**config.mk**
```make
export PLATFORM = sky130hd
export DESIGN_NAME = ps2_mouse_packet_cursor_tracker_unit
export DESIGN_NICKNAME = d
export VERILOG_FILES = /design/src/pmct_pkg.sv /design/src/pmct_cfg_regs.sv /design/src/pmct_in_stage.sv /design/src/pmct_core.sv /design/src/pmct_out_stage.sv /design/src/ps2_mouse_packet_cursor_tracker_unit.sv
export SDC_FILE = /design/constraint.sdc
export NUM_CORES = 1
export LEC_CHECK = 0
export BUFFER_PORTS_ARGS = -buffer_cell sky130_fd_sc_hd__buf_2
export CELL_PAD_IN_SITES_DETAIL_PLACEMENT = 1
export CELL_PAD_IN_SITES_GLOBAL_PLACEMENT = 2
export CORE_MARGIN = 3
export CORE_UTILIZATION = 43
export CTS_BUF_LIST = sky130_fd_sc_hd__clkbuf_16
export DETAILED_ROUTE_END_ITERATION = 8
export HOLD_SLACK_MARGIN = 0.06
export PLACE_DENSITY_LB_ADDON = 0.1
export SKIP_CTS_REPAIR_TIMING = 1
export SLEW_MARGIN = 15
export SYNTH_ARGS = -nofsm -noshare
export SYNTH_HDL_FRONTEND = slang
export SYNTH_SLANG_ARGS = --single-unit
export TNS_END_PERCENT = 5
```
**constraint.sdc**
```tcl
create_clock -name clk -period 18.2 [get_ports clk]
set_clock_uncertainty 0.05 [all_clocks]
set_input_delay 3.64 -clock clk [delete_from_list [all_inputs] [get_ports clk]]
set_output_delay 3.64 -clock clk [all_outputs]
set_load 0.05 [all_outputs]
```
**src/pmct_pkg.sv**
```systemverilog
// ----------------------------------------------------------------------------
// pmct_pkg
// Shared types, register indexes, reset values and small arithmetic helpers
// for the PS/2 mouse packet cursor tracker.
// ----------------------------------------------------------------------------
package pmct_pkg;

    // Default cursor coordinate width.
    localparam int COORD_WIDTH_DEF = 12;

    // Configuration port geometry.
    localparam int CFG_INDEX_W = 3;
    localparam int CFG_DATA_W  = 16;

    // Register indexes on the configuration port.
    localparam logic [CFG_INDEX_W-1:0] REG_MAX_X        = 3'd0;
    localparam logic [CFG_INDEX_W-1:0] REG_MAX_Y        = 3'd1;
    localparam logic [CFG_INDEX_W-1:0] REG_MOTION_LEVEL = 3'd2;
    localparam logic [CFG_INDEX_W-1:0] REG_WHEEL_MODE   = 3'd3;

    // Reset values.
    localparam int MAX_X_RST = 1023;
    localparam int MAX_Y_RST = 767;
    localparam int POS_X_RST = 511;
    localparam int POS_Y_RST = 383;
    localparam logic [2:0] LEVEL_RST = 3'd2;

    // Item kinds.
    localparam logic KIND_DATA = 1'b0;
    localparam logic KIND_POLL = 1'b1;

    // Width of a scaled motion delta: -512..508.
    localparam int DELTA_W = 11;

    // One input word.
    typedef struct packed {
        logic       kind;
        logic [7:0] data_byte;
    } pmct_item_t;

    // Mode registers that are not coordinates.
    typedef struct packed {
        logic [2:0] motion_level;
        logic       wheel_mode;
    } pmct_ctrl_t;

    // Tracker status that travels with a report.
    typedef struct packed {
        logic [2:0]        button_bits;
        logic signed [7:0] wheel_sum;
        logic              changed;
    } pmct_status_t;

    // Out-of-range levels act as the nearest legal one.
    function automatic logic [2:0] clamp_level(input logic [2:0] lv);
        logic [2:0] r;
        if (lv == 3'd0)
            r = 3'd1;
        else if (lv > 3'd4)
            r = 3'd4;
        else
            r = lv;
        return r;
    endfunction

    // Signed byte times a level of 1..4, built from shifts and one add.
    function automatic logic signed [DELTA_W-1:0] scale_delta(
        input logic [7:0] b,
        input logic [2:0] lv
    );
        logic signed [DELTA_W-1:0] s;
        logic signed [DELTA_W-1:0] r;
        s = $signed({{(DELTA_W-8){b[7]}}, b});
        case (lv)
            3'd1:    r = s;
            3'd2:    r = s <<< 1;
            3'd3:    r = s + (s <<< 1);
            default: r = s <<< 2;
        endcase
        return r;
    endfunction

    // Wheel sum plus a 4-bit signed step, saturated to -128..127.
    function automatic logic signed [7:0] sat_wheel(
        input logic signed [7:0] sum,
        input logic signed [3:0] step
    );
        logic signed [8:0] t;
        logic signed [7:0] r;
        t = 9'(sum) + 9'(step);
        if (t > 9'sd127)
            r = 8'sd127;
        else if (t < -9'sd128)
            r = -8'sd128;
        else
            r = t[7:0];
        return r;
    endfunction

endpackage

```
**src/pmct_cfg_regs.sv**
```systemverilog
// ----------------------------------------------------------------------------
// pmct_cfg_regs
// Configuration register file: cursor bounds, motion level and wheel mode.
// ----------------------------------------------------------------------------
module pmct_cfg_regs
    import pmct_pkg::*;
#(
    parameter int COORD_WIDTH = COORD_WIDTH_DEF
)
(
    input  logic                   clk,
    input  logic                   rst_n,
    input  logic                   cfg_valid,
    output logic                   cfg_ready,
    input  logic [CFG_INDEX_W-1:0] cfg_index,
    input  logic [CFG_DATA_W-1:0]  cfg_data,
    output logic [COORD_WIDTH-1:0] max_x,
    output logic [COORD_WIDTH-1:0] max_y,
    output pmct_ctrl_t             ctrl
);

    logic [COORD_WIDTH-1:0] max_x_reg;
    logic [COORD_WIDTH-1:0] max_y_reg;
    pmct_ctrl_t             ctrl_reg;

    // Writes are always taken; unknown indexes are ignored.
    assign cfg_ready = 1'b1;

    // Register writes.
    always_ff @(posedge clk or negedge rst_n)
    begin
        if (!rst_n)
        begin
            max_x_reg             <= COORD_WIDTH'(MAX_X_RST);
            max_y_reg             <= COORD_WIDTH'(MAX_Y_RST);
            ctrl_reg.motion_level <= LEVEL_RST;
            ctrl_reg.wheel_mode   <= 1'b0;
        end
        else if (cfg_valid && cfg_ready)
        begin
            case (cfg_index)
                REG_MAX_X:        max_x_reg             <= cfg_data[COORD_WIDTH-1:0];
                REG_MAX_Y:        max_y_reg             <= cfg_data[COORD_WIDTH-1:0];
                REG_MOTION_LEVEL: ctrl_reg.motion_level <= cfg_data[2:0];
                REG_WHEEL_MODE:   ctrl_reg.wheel_mode   <= cfg_data[0];
                default:          ;
            endcase
        end
    end

    assign max_x = max_x_reg;
    assign max_y = max_y_reg;
    assign ctrl  = ctrl_reg;

endmodule

```
**src/pmct_in_stage.sv**
```systemverilog
// ----------------------------------------------------------------------------
// pmct_in_stage
// Input register. Holds one word and releases it to the tracker core unless
// it is a poll that would find the result register occupied.
// ----------------------------------------------------------------------------
module pmct_in_stage
    import pmct_pkg::*;
(
    input  logic       clk,
    input  logic       rst_n,
    input  logic       in_valid,
    output logic       in_stall,
    input  pmct_item_t in_item,
    input  logic       out_busy,
    output logic       fire,
    output pmct_item_t item
);

    logic       valid_reg;
    pmct_item_t item_reg;
    logic       blocked;

    // Only a poll needs the result register; data bytes always proceed.
    assign blocked  = valid_reg && (item_reg.kind == KIND_POLL) && out_busy;
    assign fire     = valid_reg && !blocked;
    assign in_stall = blocked;

    // Valid flag.
    always_ff @(posedge clk or negedge rst_n)
    begin
        if (!rst_n)
            valid_reg <= 1'b0;
        else if (!blocked)
            valid_reg <= in_valid;
    end

    // Held word.
    always_ff @(posedge clk)
    begin
        if (!blocked && in_valid)
            item_reg <= in_item;
    end

    assign item = item_reg;

endmodule

```
**src/pmct_core.sv**
```systemverilog
// ----------------------------------------------------------------------------
// pmct_core
// Packet assembly and cursor state. While fire is high one word is applied per
// cycle: bytes form packets, a finished packet moves the clamped cursor, and a
// poll with changes hands state to the result register and clears change flag.
// ----------------------------------------------------------------------------
module pmct_core
    import pmct_pkg::*;
#(
    parameter int COORD_WIDTH = COORD_WIDTH_DEF
)
(
    input  logic                   clk,
    input  logic                   rst_n,
    input  logic                   fire,
    input  pmct_item_t             item,
    input  logic [COORD_WIDTH-1:0] max_x,
    input  logic [COORD_WIDTH-1:0] max_y,
    input  pmct_ctrl_t             ctrl,
    output logic [COORD_WIDTH-1:0] pos_x,
    output logic [COORD_WIDTH-1:0] pos_y,
    output pmct_status_t           status,
    output logic                   report_fire
);

    localparam int SUM_W = ((COORD_WIDTH > DELTA_W - 1) ? COORD_WIDTH : DELTA_W - 1) + 2;

    logic [7:0]             pb0_reg;
    logic [7:0]             pb1_reg;
    logic [7:0]             pb2_reg;
    logic [1:0]             bpos_reg;
    logic [COORD_WIDTH-1:0] pos_x_reg;
    logic [COORD_WIDTH-1:0] pos_y_reg;
    logic [2:0]             btn_reg;
    logic signed [7:0]      wheel_reg;
    logic                   changed_reg;

    logic                      take;
    logic                      finish;
    logic [1:0]                last_pos;
    logic [7:0]                b2;
    logic [2:0]                level;
    logic signed [3:0]         step;
    logic signed [DELTA_W-1:0] dx;
    logic signed [DELTA_W-1:0] dy;
    logic signed [SUM_W-1:0]   sum_x;
    logic signed [SUM_W-1:0]   sum_y;
    logic signed [SUM_W-1:0]   lim_x;
    logic signed [SUM_W-1:0]   lim_y;
    logic [COORD_WIDTH-1:0]    pos_x_next;
    logic [COORD_WIDTH-1:0]    pos_y_next;
    logic                      update;
    logic signed [7:0]         wheel_next;

    // A byte is kept unless it is a first byte without the sync bit.
    assign take = fire && (item.kind == KIND_DATA) &&
                  !((bpos_reg == 2'd0) && !item.data_byte[3]);

    // The packet ends once the position reaches the last byte of the current packet.
    assign last_pos = ctrl.wheel_mode ? 2'd3 : 2'd2;
    assign finish   = (bpos_reg >= last_pos);

    // Third byte comes straight from the input when it is the last one.
    assign b2    = (bpos_reg == 2'd2) ? item.data_byte : pb2_reg;
    assign level = clamp_level(ctrl.motion_level);
    assign step  = (ctrl.wheel_mode && (bpos_reg == 2'd3)) ? $signed(item.data_byte[3:0])
                                                          : 4'sd0;
    assign dx    = scale_delta(pb1_reg, level);
    assign dy    = -scale_delta(b2, level);

    // New cursor, clamped to the configured bounds.
    assign sum_x = $signed({{(SUM_W-COORD_WIDTH){1'b0}}, pos_x_reg}) + SUM_W'(dx);
    assign sum_y = $signed({{(SUM_W-COORD_WIDTH){1'b0}}, pos_y_reg}) + SUM_W'(dy);
    assign lim_x = $signed({{(SUM_W-COORD_WIDTH){1'b0}}, max_x});
    assign lim_y = $signed({{(SUM_W-COORD_WIDTH){1'b0}}, max_y});

    always_comb
    begin
        if (sum_x < 0)
            pos_x_next = '0;
        else if (sum_x > lim_x)
            pos_x_next = max_x;
        else
            pos_x_next = sum_x[COORD_WIDTH-1:0];

        if (sum_y < 0)
            pos_y_next = '0;
        else if (sum_y > lim_y)
            pos_y_next = max_y;
        else
            pos_y_next = sum_y[COORD_WIDTH-1:0];
    end

    // A clean packet that changes anything updates the state.
    assign update = take && finish && (pb0_reg[7:6] == 2'b00) &&
                    ((pos_x_next != pos_x_reg) || (pos_y_next != pos_y_reg) ||
                     (pb0_reg[2:0] != btn_reg) || (step != 4'sd0));

    assign wheel_next  = sat_wheel(wheel_reg, step);
    assign report_fire = fire && (item.kind == KIND_POLL) && changed_reg;

    // Packet assembly.
    always_ff @(posedge clk or negedge rst_n)
    begin
        if (!rst_n)
        begin
            pb0_reg  <= '0;
            pb1_reg  <= '0;
            pb2_reg  <= '0;
            bpos_reg <= '0;
        end
        else if (take)
        begin
            case (bpos_reg)
                2'd0:    pb0_reg <= item.data_byte;
                2'd1:    pb1_reg <= item.data_byte;
                2'd2:    pb2_reg <= item.data_byte;
                default: ;
            endcase
            bpos_reg <= finish ? 2'd0 : bpos_reg + 2'd1;
        end
    end

    // Cursor, buttons, wheel sum and change flag.
    always_ff @(posedge clk or negedge rst_n)
    begin
        if (!rst_n)
        begin
            pos_x_reg   <= COORD_WIDTH'(POS_X_RST);
            pos_y_reg   <= COORD_WIDTH'(POS_Y_RST);
            btn_reg     <= '0;
            wheel_reg   <= '0;
            changed_reg <= 1'b0;
        end
        else if (update)
        begin
            pos_x_reg   <= pos_x_next;
            pos_y_reg   <= pos_y_next;
            btn_reg     <= pb0_reg[2:0];
            wheel_reg   <= wheel_next;
            changed_reg <= 1'b1;
        end
        else if (report_fire)
        begin
            wheel_reg   <= '0;
            changed_reg <= 1'b0;
        end
    end

    assign pos_x              = pos_x_reg;
    assign pos_y              = pos_y_reg;
    assign status.button_bits = btn_reg;
    assign status.wheel_sum   = wheel_reg;
    assign status.changed     = changed_reg;

endmodule

```
**src/pmct_out_stage.sv**
```systemverilog
// ----------------------------------------------------------------------------
// pmct_out_stage
// Result register. Captures a report and holds it until the consumer takes it.
// ----------------------------------------------------------------------------
module pmct_out_stage
    import pmct_pkg::*;
#(
    parameter int COORD_WIDTH = COORD_WIDTH_DEF
)
(
    input  logic                   clk,
    input  logic                   rst_n,
    input  logic                   load,
    input  logic [COORD_WIDTH-1:0] pos_x,
    input  logic [COORD_WIDTH-1:0] pos_y,
    input  pmct_status_t           status,
    output logic                   out_valid,
    input  logic                   out_stall,
    output logic                   out_busy,
    output logic [COORD_WIDTH-1:0] cursor_x,
    output logic [COORD_WIDTH-1:0] cursor_y,
    output logic                   left_down,
    output logic                   right_down,
    output logic                   middle_down,
    output logic signed [7:0]      scroll_sum
);

    logic                   valid_reg;
    logic [COORD_WIDTH-1:0] x_reg;
    logic [COORD_WIDTH-1:0] y_reg;
    logic [2:0]             btn_reg;
    logic signed [7:0]      wheel_reg;

    // The slot is busy while a word is held and not being taken.
    assign out_busy = valid_reg && out_stall;

    // Valid flag.
    always_ff @(posedge clk or negedge rst_n)
    begin
        if (!rst_n)
            valid_reg <= 1'b0;
        else if (load)
            valid_reg <= 1'b1;
        else if (!out_stall)
            valid_reg <= 1'b0;
    end

    // Report payload.
    always_ff @(posedge clk)
    begin
        if (load)
        begin
            x_reg     <= pos_x;
            y_reg     <= pos_y;
            btn_reg   <= status.button_bits;
            wheel_reg <= status.wheel_sum;
        end
    end

    assign out_valid   = valid_reg;
    assign cursor_x    = x_reg;
    assign cursor_y    = y_reg;
    assign left_down   = btn_reg[0];
    assign right_down  = btn_reg[1];
    assign middle_down = btn_reg[2];
    assign scroll_sum  = wheel_reg;

endmodule

```
**src/ps2_mouse_packet_cursor_tracker_unit.sv**
```systemverilog
// ----------------------------------------------------------------------------
// ps2_mouse_packet_cursor_tracker_unit
// PS/2 mouse packet decoder with clamped cursor tracking and wheel sum.
//
//   Channel | Signals                                  | Direction
//   --------+------------------------------------------+----------
//   in      | in_valid, in_stall, kind, data_byte      | sink
//   out     | out_valid, out_stall, cursor_x, cursor_y,| source
//           | left_down, right_down, middle_down,      |
//           | scroll_sum                               |
//   cfg     | cfg_valid, cfg_ready, cfg_index, cfg_data| sink
//
// One word is taken per cycle while in_stall is low. An accepted word waits in
// the input register until it is applied to the state; a poll that finds
// changes loads the result register at that same edge, making the report
// visible on the outputs.
// Reset puts the cursor at its center values and clears all flags.
// Only a poll word waiting on a stalled, full result register stalls input.
// ----------------------------------------------------------------------------
module ps2_mouse_packet_cursor_tracker_unit
    import pmct_pkg::*;
#(
    parameter int COORD_WIDTH = COORD_WIDTH_DEF
)
(
    input  logic                   clk,
    input  logic                   rst_n,
    input  logic                   in_valid,
    output logic                   in_stall,
    input  logic                   kind,
    input  logic [7:0]             data_byte,
    output logic                   out_valid,
    input  logic                   out_stall,
    output logic [COORD_WIDTH-1:0] cursor_x,
    output logic [COORD_WIDTH-1:0] cursor_y,
    output logic                   left_down,
    output logic                   right_down,
    output logic                   middle_down,
    output logic signed [7:0]      scroll_sum,
    input  logic                   cfg_valid,
    output logic                   cfg_ready,
    input  logic [CFG_INDEX_W-1:0] cfg_index,
    input  logic [CFG_DATA_W-1:0]  cfg_data
);

    logic [COORD_WIDTH-1:0] max_x;
    logic [COORD_WIDTH-1:0] max_y;
    pmct_ctrl_t             ctrl;
    pmct_item_t             in_item;
    pmct_item_t             item;
    logic                   fire;
    logic                   out_busy;
    logic [COORD_WIDTH-1:0] pos_x;
    logic [COORD_WIDTH-1:0] pos_y;
    pmct_status_t           status;
    logic                   report_fire;

    assign in_item.kind      = kind;
    assign in_item.data_byte = data_byte;

    // Configuration registers.
    pmct_cfg_regs #(
        .COORD_WIDTH(COORD_WIDTH)
    ) u_cfg (
        .clk      (clk),
        .rst_n    (rst_n),
        .cfg_valid(cfg_valid),
        .cfg_ready(cfg_ready),
        .cfg_index(cfg_index),
        .cfg_data (cfg_data),
        .max_x    (max_x),
        .max_y    (max_y),
        .ctrl     (ctrl)
    );

    // Input register.
    pmct_in_stage u_in (
        .clk     (clk),
        .rst_n   (rst_n),
        .in_valid(in_valid),
        .in_stall(in_stall),
        .in_item (in_item),
        .out_busy(out_busy),
        .fire    (fire),
        .item    (item)
    );

    // Packet assembly and cursor state.
    pmct_core #(
        .COORD_WIDTH(COORD_WIDTH)
    ) u_core (
        .clk        (clk),
        .rst_n      (rst_n),
        .fire       (fire),
        .item       (item),
        .max_x      (max_x),
        .max_y      (max_y),
        .ctrl       (ctrl),
        .pos_x      (pos_x),
        .pos_y      (pos_y),
        .status     (status),
        .report_fire(report_fire)
    );

    // Result register.
    pmct_out_stage #(
        .COORD_WIDTH(COORD_WIDTH)
    ) u_out (
        .clk        (clk),
        .rst_n      (rst_n),
        .load       (report_fire),
        .pos_x      (pos_x),
        .pos_y      (pos_y),
        .status     (status),
        .out_valid  (out_valid),
        .out_stall  (out_stall),
        .out_busy   (out_busy),
        .cursor_x   (cursor_x),
        .cursor_y   (cursor_y),
        .left_down  (left_down),
        .right_down (right_down),
        .middle_down(middle_down),
        .scroll_sum (scroll_sum)
    );

`ifndef ASSERT_OFF
    // Input stalls only behind a held, stalled result.
    a_stall_needs_full_out: assert property (
        @(posedge clk) disable iff (!rst_n)
        in_stall |-> (out_valid && out_stall)
    ) else $error("input stalled while result register could take a word");

    // A new result always comes from a poll word that found changes.
    a_result_from_poll: assert property (
        @(posedge clk) disable iff (!rst_n)
        $rose(out_valid) |-> $past(fire && item.kind == KIND_POLL && status.changed)
    ) else $error("result appeared without a poll");

    // A report clears the change flag and the wheel sum.
    a_report_clears: assert property (
        @(posedge clk) disable iff (!rst_n)
        report_fire |=> (!status.changed && status.wheel_sum == 8'sd0)
    ) else $error("change flag or wheel sum survived a report");

    // A pending wheel sum always has a report owed.
    a_wheel_implies_changed: assert property (
        @(posedge clk) disable iff (!rst_n)
        (status.wheel_sum != 8'sd0) |-> status.changed
    ) else $error("wheel sum held with change flag clear");
`endif

endmodule
```
**Word level (Yosys, flattened, before mapping)**

Index checks and enable logic that the tools add are counted.

- $add $sub $neg: 7
- Magnitude comparators: 8
- Equality and inequality tests: 13
- Multiplexer cells: 20
- Bitwise logic cells: 1
- Reductions and logical operators: 32

Operators by type and width:

| kind | count |
|---|---|
| $pmux W11 S3 | 2 |
| $mux W12 | 4 |
| $mux W8 | 5 |
| $add A13 B11 Y14 | 2 |
| $gt A14 B13 Y1 | 2 |
| $lt A14 B1 Y1 const B | 2 |
| $ne A12 B12 Y1 | 2 |
| $add A8 B9 Y10 | 2 |
| $logic_and A1 B1 Y1 | 14 |
| $eq A3 B2 Y1 const B | 4 |
| $reduce_and A2 Y1 | 6 |
| $neg A11 Y11 | 1 |
| $add A8 B4 Y9 | 1 |
| $gt A9 B8 Y1 const B | 1 |
| $lt A9 B8 Y1 const B | 1 |
| $eq A3 B1 Y1 const B | 2 |
| $logic_not A3 Y1 | 2 |
| $mux W3 | 2 |
| $mux W1 | 5 |
| $eq A2 B2 Y1 const B | 2 |
| $logic_not A2 Y1 | 2 |
| $mux W4 | 1 |
| $reduce_bool A4 Y1 | 1 |
| $gt A3 B3 Y1 const B | 1 |
| 10 further kinds | 14 |

- Register bits: 136
- Input port bits: 33
- Logic and storage cells: 102

**Logic depth before layout (Yosys ltp)**

Gate-level depths: netlist (run 1).

- Depth after elaboration: 16
- Depth in mapped cells: 41
- Gate-level depth less buffers: 34

**By module**

From an unflattened synthesis (run 1), not the netlist that was laid out.

- Cells, all modules: 879
- Area total of the unflattened synthesis: 9328.9 um^2

By module, submodules not included:

| module | times used | cells each | area each (um^2) | seq. area each (um^2) |
|---|---|---|---|---|
| pmct_core | 1 | 762 | 6770.2 | 1497.7 |
| pmct_cfg_regs | 1 | 64 | 1139.8 | 725.7 |
| pmct_out_stage | 1 | 38 | 1089.8 | 1076.0 |
| pmct_in_stage | 1 | 15 | 329.1 | 295.3 |

**Least setup slack after synthesis (run 1)**

OpenSTA, ideal clock, no wires.

- Kind: register to register
- Start point: reg u_core.bpos_reg[0]
- End point: reg u_core.pos_x_reg[10], in the netlist u_core.pos_x[10]
- Setup time: 0.125 ns
- Arrival time: 8.103 ns
- Required time: 18.025 ns
- Setup slack: 9.922 ns
- Cell stages (with the launch flop): 38
- Buffers on the path: 6
- Period minus slack after synthesis: 8.278 ns
- Path through: dfrtp_1 > inv_1 > ha_1 > buf_4 > buf_4 > mux2i_1 > inv_1 > ha_1 > or4_1 > a31o_1 > o32ai_4 > o211ai_4 > nor3_1 > xor2_1 > ha_1 > a21o_1 > a211oi_1 > o21bai_1 > (+2 left out) > ha_1 > a21oi_1 > o211ai_1 > a2111oi_0 > or3_1 > clkbuf_1 > nand3_1 > o22ai_1 > or3_1 > buf_4 > mux2i_1 > mux2_2 > o2bb2ai_1 > a21oi_1 > o21a_1 > buf_6 > buf_6 > mux2_4

- Word-level cells in the longest chain between the ends: 14
- Elaborated cells between the ends (all ways): 26
- Classes of those cells: add/sub (3); order compare (3); eq/ne (3); mux (5); reduce/logical (12)

Ends and longest elaborated chain:

| what | RTL line | text |
|---|---|---|
| start: declaration | pmct_core.sv:31 | `logic [1:0] bpos_reg;` |
| start signal: assignment | pmct_core.sv:120 | `bpos_reg <= finish ? 2'd0 : bpos_reg + 2'd1;` |
| $eq A2 B2 Y1 * | pmct_core.sv:64 | `assign b2 = (bpos_reg == 2'd2) ? item.data_byte : pb2_reg;` |
| $mux W8 * | pmct_core.sv:64 |  |
| net u_core.b2[3] | pmct_core.sv:41 | `logic [7:0] b2;` |
| $add A8 B9 Y10 | pmct_pkg.sv:77 | `3'd3: r = s + (s <<< 1);` |
| $pmux W11 S3 * | pmct_pkg.sv:74 | `case (lv)` |
| $neg A11 Y11 * | pmct_core.sv:69 | `assign dy = -scale_delta(b2, level);` |
| $add A13 B11 Y14 * | pmct_core.sv:73 | `assign sum_y = $signed({{(SUM_W-COORD_WIDTH){1'b0}}, pos_y_reg}) + SUM_W'(dy);` |
| $gt A14 B13 Y1 | pmct_core.sv:88 | `else if (sum_y > lim_y)` |
| $mux W12 | pmct_core.sv:88 |  |
| $mux W12 * | pmct_core.sv:86 | `if (sum_y < 0)` |
| $ne A12 B12 Y1 * | pmct_core.sv:96 | `((pos_x_next != pos_x_reg) \|\| (pos_y_next != pos_y_reg) \|\|` |
| $logic_or A1 B1 Y1 * (2 in series) | pmct_core.sv:96 |  |
| $logic_or A1 B1 Y1 * | pmct_core.sv:97 | `(pb0_reg[2:0] != btn_reg) \|\| (step != 4'sd0));` |
| $logic_and A1 B1 Y1 * | pmct_core.sv:95 | `assign update = take && finish && (pb0_reg[7:6] == 2'b00) &&` |
| end signal: assignment | pmct_core.sv:129 | `pos_x_reg <= COORD_WIDTH'(POS_X_RST);` |
| end signal: assignment | pmct_core.sv:137 | `pos_x_reg <= pos_x_next;` |
| end: declaration | pmct_core.sv:32 | `logic [COORD_WIDTH-1:0] pos_x_reg;` |

The timed path passes the listed nets; every way through them passes the cells marked *.
A chain may end at the register's enable or synchronous reset.

**Worst setup path after layout (run 1)**

- Start point: reg u_core.bpos_reg[0]
- End point: reg u_core.pos_x_reg[9], in the netlist u_core.pos_x[9]

The elaborated chain is that of the path after synthesis.

==> results of run 1 <==
## per-layer routing
| metal | share of wire [%] | track usage (%) |
|---|---|---|
| met1 | 48 | 32.56 |
| met2 | 48 | 39.55 |
| met3 | 3.1 | 3.574 |
| met4 | 1.2 | 5.083 |
| met5 | 0 | 0 |
## how the worst max path moves through the flow
stage                  endpoint  slack, ns  cells after the start
6_report        u_core.pos_x[9]       7.07                     32
2_1_floorplan  u_core.pos_x[10]       9.92                     37
4_1_cts         u_core.pos_x[9]       7.05                     32
3_5_place_dp   u_core.pos_x[10]       7.12                     32
5_1_grt         u_core.pos_x[9]       6.34                     32
3_3_place_gp    u_core.pos_x[1]       7.27                     32
## logic make-up (layout without fill, tap and decap cells)
kind of cell / count (synthesis) / count (layout) / synth area share [%]
flip-flops: 133 / 133 / 36.56
AND/OR/NAND/NOR: 292 / 292 / 15.09
XOR/XNOR: 52 / 52 / 4.632
AO/OA/AOI/OAI: 281 / 281 / 19.33
multiplexers: 77 / 77 / 8.996
adder cells (fa/ha/maj): 82 / 82 / 10.74
buffers and inverters: 108 / 187 / 4.619
other: 1 / 1 / 0.03814
## final cells by class
class	instances	area, um^2
multi-input combinational	785	5796
inverter	76	285.3
tap	280	350.3
clock buffer	17	425.4
sequential	133	3595
timing repair buffer	79	432.9
clock inverter	15	132.6
fill	2558	11140
## cells in the mapped netlist, drive strengths merged (16+ instances only)
cell	number	area, um^2
a21o	18	135.1
a21oi	68	344.1
and3	17	106.4
clkbuf	21	78.83
dfrtp	52	1301
dfstp	37	972.2
edfxtp	44	1321
ha	78	975.9
inv	76	285.3
mux2	43	536.8
mux2i	34	347.8
nand2	80	300.3
nand3	24	120.1
nand4	16	100.1
nor2	61	229.0
nor3	23	115.1
o211ai	22	178.9
o21ai	70	350.3
xnor2	37	324.1
## metrics by stage
stage | cell area [um^2] | cells | hold WS [ns] | setup slack [ns] | utilization [%]
5_1_grt | 11020 | 1385 | 0.4561 | 6.336 | 49.71
3_3_place_gp | 10460 | 1353 | 0.4183 | 7.270 | 47.19
6_report | 11020 | 1385 | 0.4348 | 7.069 | 49.71
2_1_floorplan | 9833 | 1026 | 0.3949 | 9.922 | -
4_1_cts | 11020 | 1385 | 0.4396 | 7.045 | 49.71
3_5_place_dp | 10460 | 1353 | 0.4212 | 7.120 | 47.19
==> out/metrics.yaml, run 1 <==
status: "finished clean"
dp_hpwl_um: 21860
cp_common_cell: "ha_1"
clkTransAtPathRegs_ns: 0.07
grt_pass1_wl_um: 45710
rsz0062_at_grt: "no"
grt_max_degree: 56
worst-path-buf-inv: 3
synth-edff-count: 44
syn_avg_cell_area_um2: 9.584
synth_seq_cells: 133
finalSetupViolations: 0
fin_setup_tns_ns: 0
drt_wl_total_um: 28500
mostFrequentLayoutCell: "nand2_1"
fin_crit_sh_pct: 61.16
startpoint: "u_core.bpos_reg[0]"
dr.first_iter.drc_count: 392
syn2layout_area_growth_pct: 12.04
gp_congestion: 0.8349
cts.sinks: 133
synth_nets: 1141
dieArea_um2: 24720
crit_family: "compound AO/OA/AOI/OAI gates"
syn_area_um2: 9833
grt_pass1_vias: 8335
gr-total-overflow: 0
critPathMaxStageDelay_ns: 0.70
hp-class: "reg2reg"
wl_per_cell_um: 20.58
rr_startpoint: "u_core.bpos_reg[0]"
fin_nets: 1207
antenna_cells: 0
io_buffer_count: 65
ys_seq_area_share_pct: 36.56
cts_buffers: 17
finalMaxSlewViolations: 0
clock_latency_ns: 0.43
cpMaxStageDelayCell: "ha_1"
layout-drive-gt1-share_pct: 19.00
drc: 0
fp-row-count: 54
fmax_mhz: 89.84
grt.total_usage_pct: 23.61
clk_path_buf_depth: 2
max-cap-violations: 0
cp_max_fo: 23
synthArstFlopShare_pct: 66.92
initial_utilization_pct: 44.37
post-route-min-period_ns: 11.13
routed_via_density: 5.838
hold_path_end: "u_core.changed_reg"
setup.worst_path.end_class: "flop"
antenna_found_initial: 0
r2r_slack_ns: 7.07
h-tree-depth: 4
worstPathRequired_ns: 18.46
yosysUniqueCellTypes: 84
hold_viol: 0
hp-start: "u_core.changed_reg"
cts-root-buf: "clkbuf_16"
worst_pin_slew_ns: 0.9896
ant_nets: 0
cp-start-kind: "flop"
coreArea_um2: 22160
slew_headroom_pct: 33.81
ys.flop_type: "dfrtp_1"
die_w_um: 157.2
syn_inst: 1026
synth_warnings: 0
dieHeight_um: 157.2
timing.rr.end: "u_core.pos_x[9]"
arrival_ns: 11.39
mostFrequentLayoutCells: "nand2_1 (80), ha_1 (78), inv_1 (74), o21ai_0 (70), a21oi_1 (67)"
ios: 71
r2r_cells: 32
worst-setup-path-type: "reg2reg"
tritoncts: "yes"
vias: 8086
hold-path-cell-count: 1
dr.pass1.iters: 5
Power of run 1 is left out: the tool's default activity adds up to more than one toggle a clock period on the data nets, which glitch-free logic cannot reach.
==> run 2: changes to the inputs <==
Settings changed: CORE_UTILIZATION 43 to 36.
Clock period 18.2 ns to 9.83 ns, I/O delays scaled along.
==> out/metrics.yaml, run 2 (synthesized netlist as in run 1, its figures left out) <==
coreArea_um2: 26430  # was 22160 um^2
dieArea_um2: 29330  # was 24720 um^2
antenna_found_initial: 0  # unchanged
dp_hpwl_um: 23470  # was 21860 um
hp-class: "reg2reg"  # unchanged
hold_viol: 0  # unchanged
rsz0062_at_grt: "no"  # unchanged
h-tree-depth: 4  # unchanged
ios: 71  # unchanged
io_buffer_count: 65  # unchanged
cp_common_cell: "buf_4"  # was ha_1
fin_cells: 1472  # was 1385
initial_utilization_pct: 37.21  # was 44.37%
gr-total-overflow: 0  # unchanged
regArea_um2: 3595  # unchanged
cts_buffers: 17  # unchanged
fillers: 3065  # was 2558
arrival_ns: 9.28  # was 11.39 ns
worst-path-buf-inv: 6  # was 3
timing.rr.end: "u_core.pos_x[10]"  # was u_core.pos_x[9]
fmax_mhz: 111.0  # was 89.84 MHz
cp-start-kind: "flop"  # unchanged
cts.sinks: 133  # unchanged
r2r_cells: 36  # was 32
syn2layout_area_growth_pct: 16.02  # was 12.04%
slew_headroom_pct: 25.82  # was 33.81%
crit_family: "compound AO/OA/AOI/OAI gates"  # unchanged
die_w_um: 171.3  # was 157.2 um
fin_crit_sh_pct: 91.67  # was 61.16%
gp_congestion: 0.8754  # was 0.8349
worstPathRequired_ns: 10.10  # was 18.46 ns
vias: 8301  # was 8086
critPathMaxStageDelay_ns: 0.52  # was 0.70 ns
fin_setup_tns_ns: 0  # unchanged
worst_pin_slew_ns: 1.109  # was 0.9896 ns
max-cap-violations: 0  # unchanged
cpMaxStageDelayCell: "or4_1"  # was ha_1
setup.worst_path.end_class: "flop"  # unchanged
rr_startpoint: "u_core.bpos_reg[0]"  # unchanged
clock_latency_ns: 0.44  # was 0.43 ns
dieHeight_um: 171.3  # was 157.2 um
grt_pass1_vias: 8636  # was 8335
mostFrequentLayoutCell: "nand2_1"  # unchanged
cts-root-buf: "clkbuf_16"  # unchanged
clkTransAtPathRegs_ns: 0.08  # was 0.07 ns
worst-setup-path-type: "reg2reg"  # unchanged
finalMaxSlewViolations: 0  # unchanged
hold_slack_ns: 0.4388  # was 0.4348 ns
drt_wl_total_um: 30730  # was 28500 um
routed_via_density: 5.639  # was 5.838
mostFrequentLayoutCells: "nand2_1 (80), ha_1 (77), inv_1 (74), o21ai_0 (70), a21oi_1 (67)"  # was nand2_1 (80), ha_1 (78), inv_1 (74), o21ai_0 (70), a21oi_1 (67)
startpoint: "u_core.bpos_reg[0]"  # unchanged
r2r_slack_ns: 0.82  # was 7.07 ns
finalSetupViolations: 0  # unchanged
post-route-min-period_ns: 9.011  # was 11.13 ns
layout-drive-gt1-share_pct: 21.74  # was 19.00%
multi_input_area_um2: 5819  # was 5796 um^2
tritoncts: "yes"  # unchanged
wl_per_cell_um: 20.88  # was 20.58 um
fp-row-count: 59  # was 54
grt_pass1_wl_um: 48910  # was 45710 um
dp.cells: 1438  # was 1353
grt.total_usage_pct: 21.56  # was 23.61%
drc: 0  # unchanged
cp.depth: 36  # was 32
fin_nets: 1238  # was 1207
dr.first_iter.drc_count: 349  # was 392
crit_end: "u_core.pos_x[10]"  # was u_core.pos_x[9]
grt_max_degree: 63  # was 56
dr.pass1.iters: 4  # was 5
status: "finished clean"  # unchanged
clk_path_buf_depth: 2  # unchanged
cp_max_fo: 15  # was 23
ant_nets: 0  # unchanged
==> run 2: cell count changes in the layout (fill, tap and decap cells not counted), moves of 2 or more <==
cell,delta
or3_1,-2
or3_4,+2
inv_6,-2
buf_12,+3
buf_4,+28
==> run 2: area by class of cell <==
class                   instances  share of cell area, %
multi-input cells             785                  51.01
flip-flops and latches        133                  31.51
diodes                          1                0.02193
inverters                      76                  2.501
clock buffers                  17                  3.729
well taps                     335                  3.674
repair buffers                110                  6.164
clock inverters                15                  1.393
==> run 2: per-layer routing <==
layer | global-route usage (%) | part of all wire [%] | up-vias
met5 | 0 | 0 | -
met4 | 6.228 | 1.9 | 0
met3 | 3.356 | 2.7 | 41
met2 | 35.59 | 47 | 132
met1 | 29.44 | 48 | 4130
li1 | - | - | 3998
==> run 2: through the flow <==
step / instance area (um^2) / worst slack [ns] / utilization, %
after floorplan: 9833 / 1.552 / -
after global routing: 11410 / 0.06141 / 43.16
after detailed placement: 10790 / 0.2453 / 40.83
final: 11410 / 0.8192 / 43.17
after CTS: 11370 / 0.1947 / 43.04
after global placement: 10790 / 0.5398 / 40.83
==> run 2: worst register-to-register path, delay by kind of cell (launching register included) <==
family / cells / cell delay (ns)
AOI/OAI and AO/OA: 15 / 3.31
buffers and inverters: 6 / 0.94
DFF: 1 / 0.40
and+or+nand+nor: 4 / 1.22
muxes: 4 / 1.31
xor gates and xnor gates: 3 / 0.57
adders and majority gates: 4 / 1.09
==> run 2: worst min-delay path by stage <==
stage | from | end | slack (ns) | cells after the start
after detailed placement | u_core.pos_x[11] | u_out.cursor_x[11] | 0.42 | 0
after floorplan | u_core.wheel_reg[7] | u_out.scroll_sum[7] | 0.39 | 0
final | u_core.pos_x[11] | u_out.cursor_x[11] | 0.44 | 0
after CTS | u_core.wheel_reg[0] | u_out.scroll_sum[0] | 0.44 | 0
after global placement | u_core.wheel_reg[7] | u_out.scroll_sum[7] | 0.42 | 0
after global routing | u_core.wheel_reg[5] | u_out.scroll_sum[5] | 0.46 | 0
Power of run 2 is left out for the same reason.
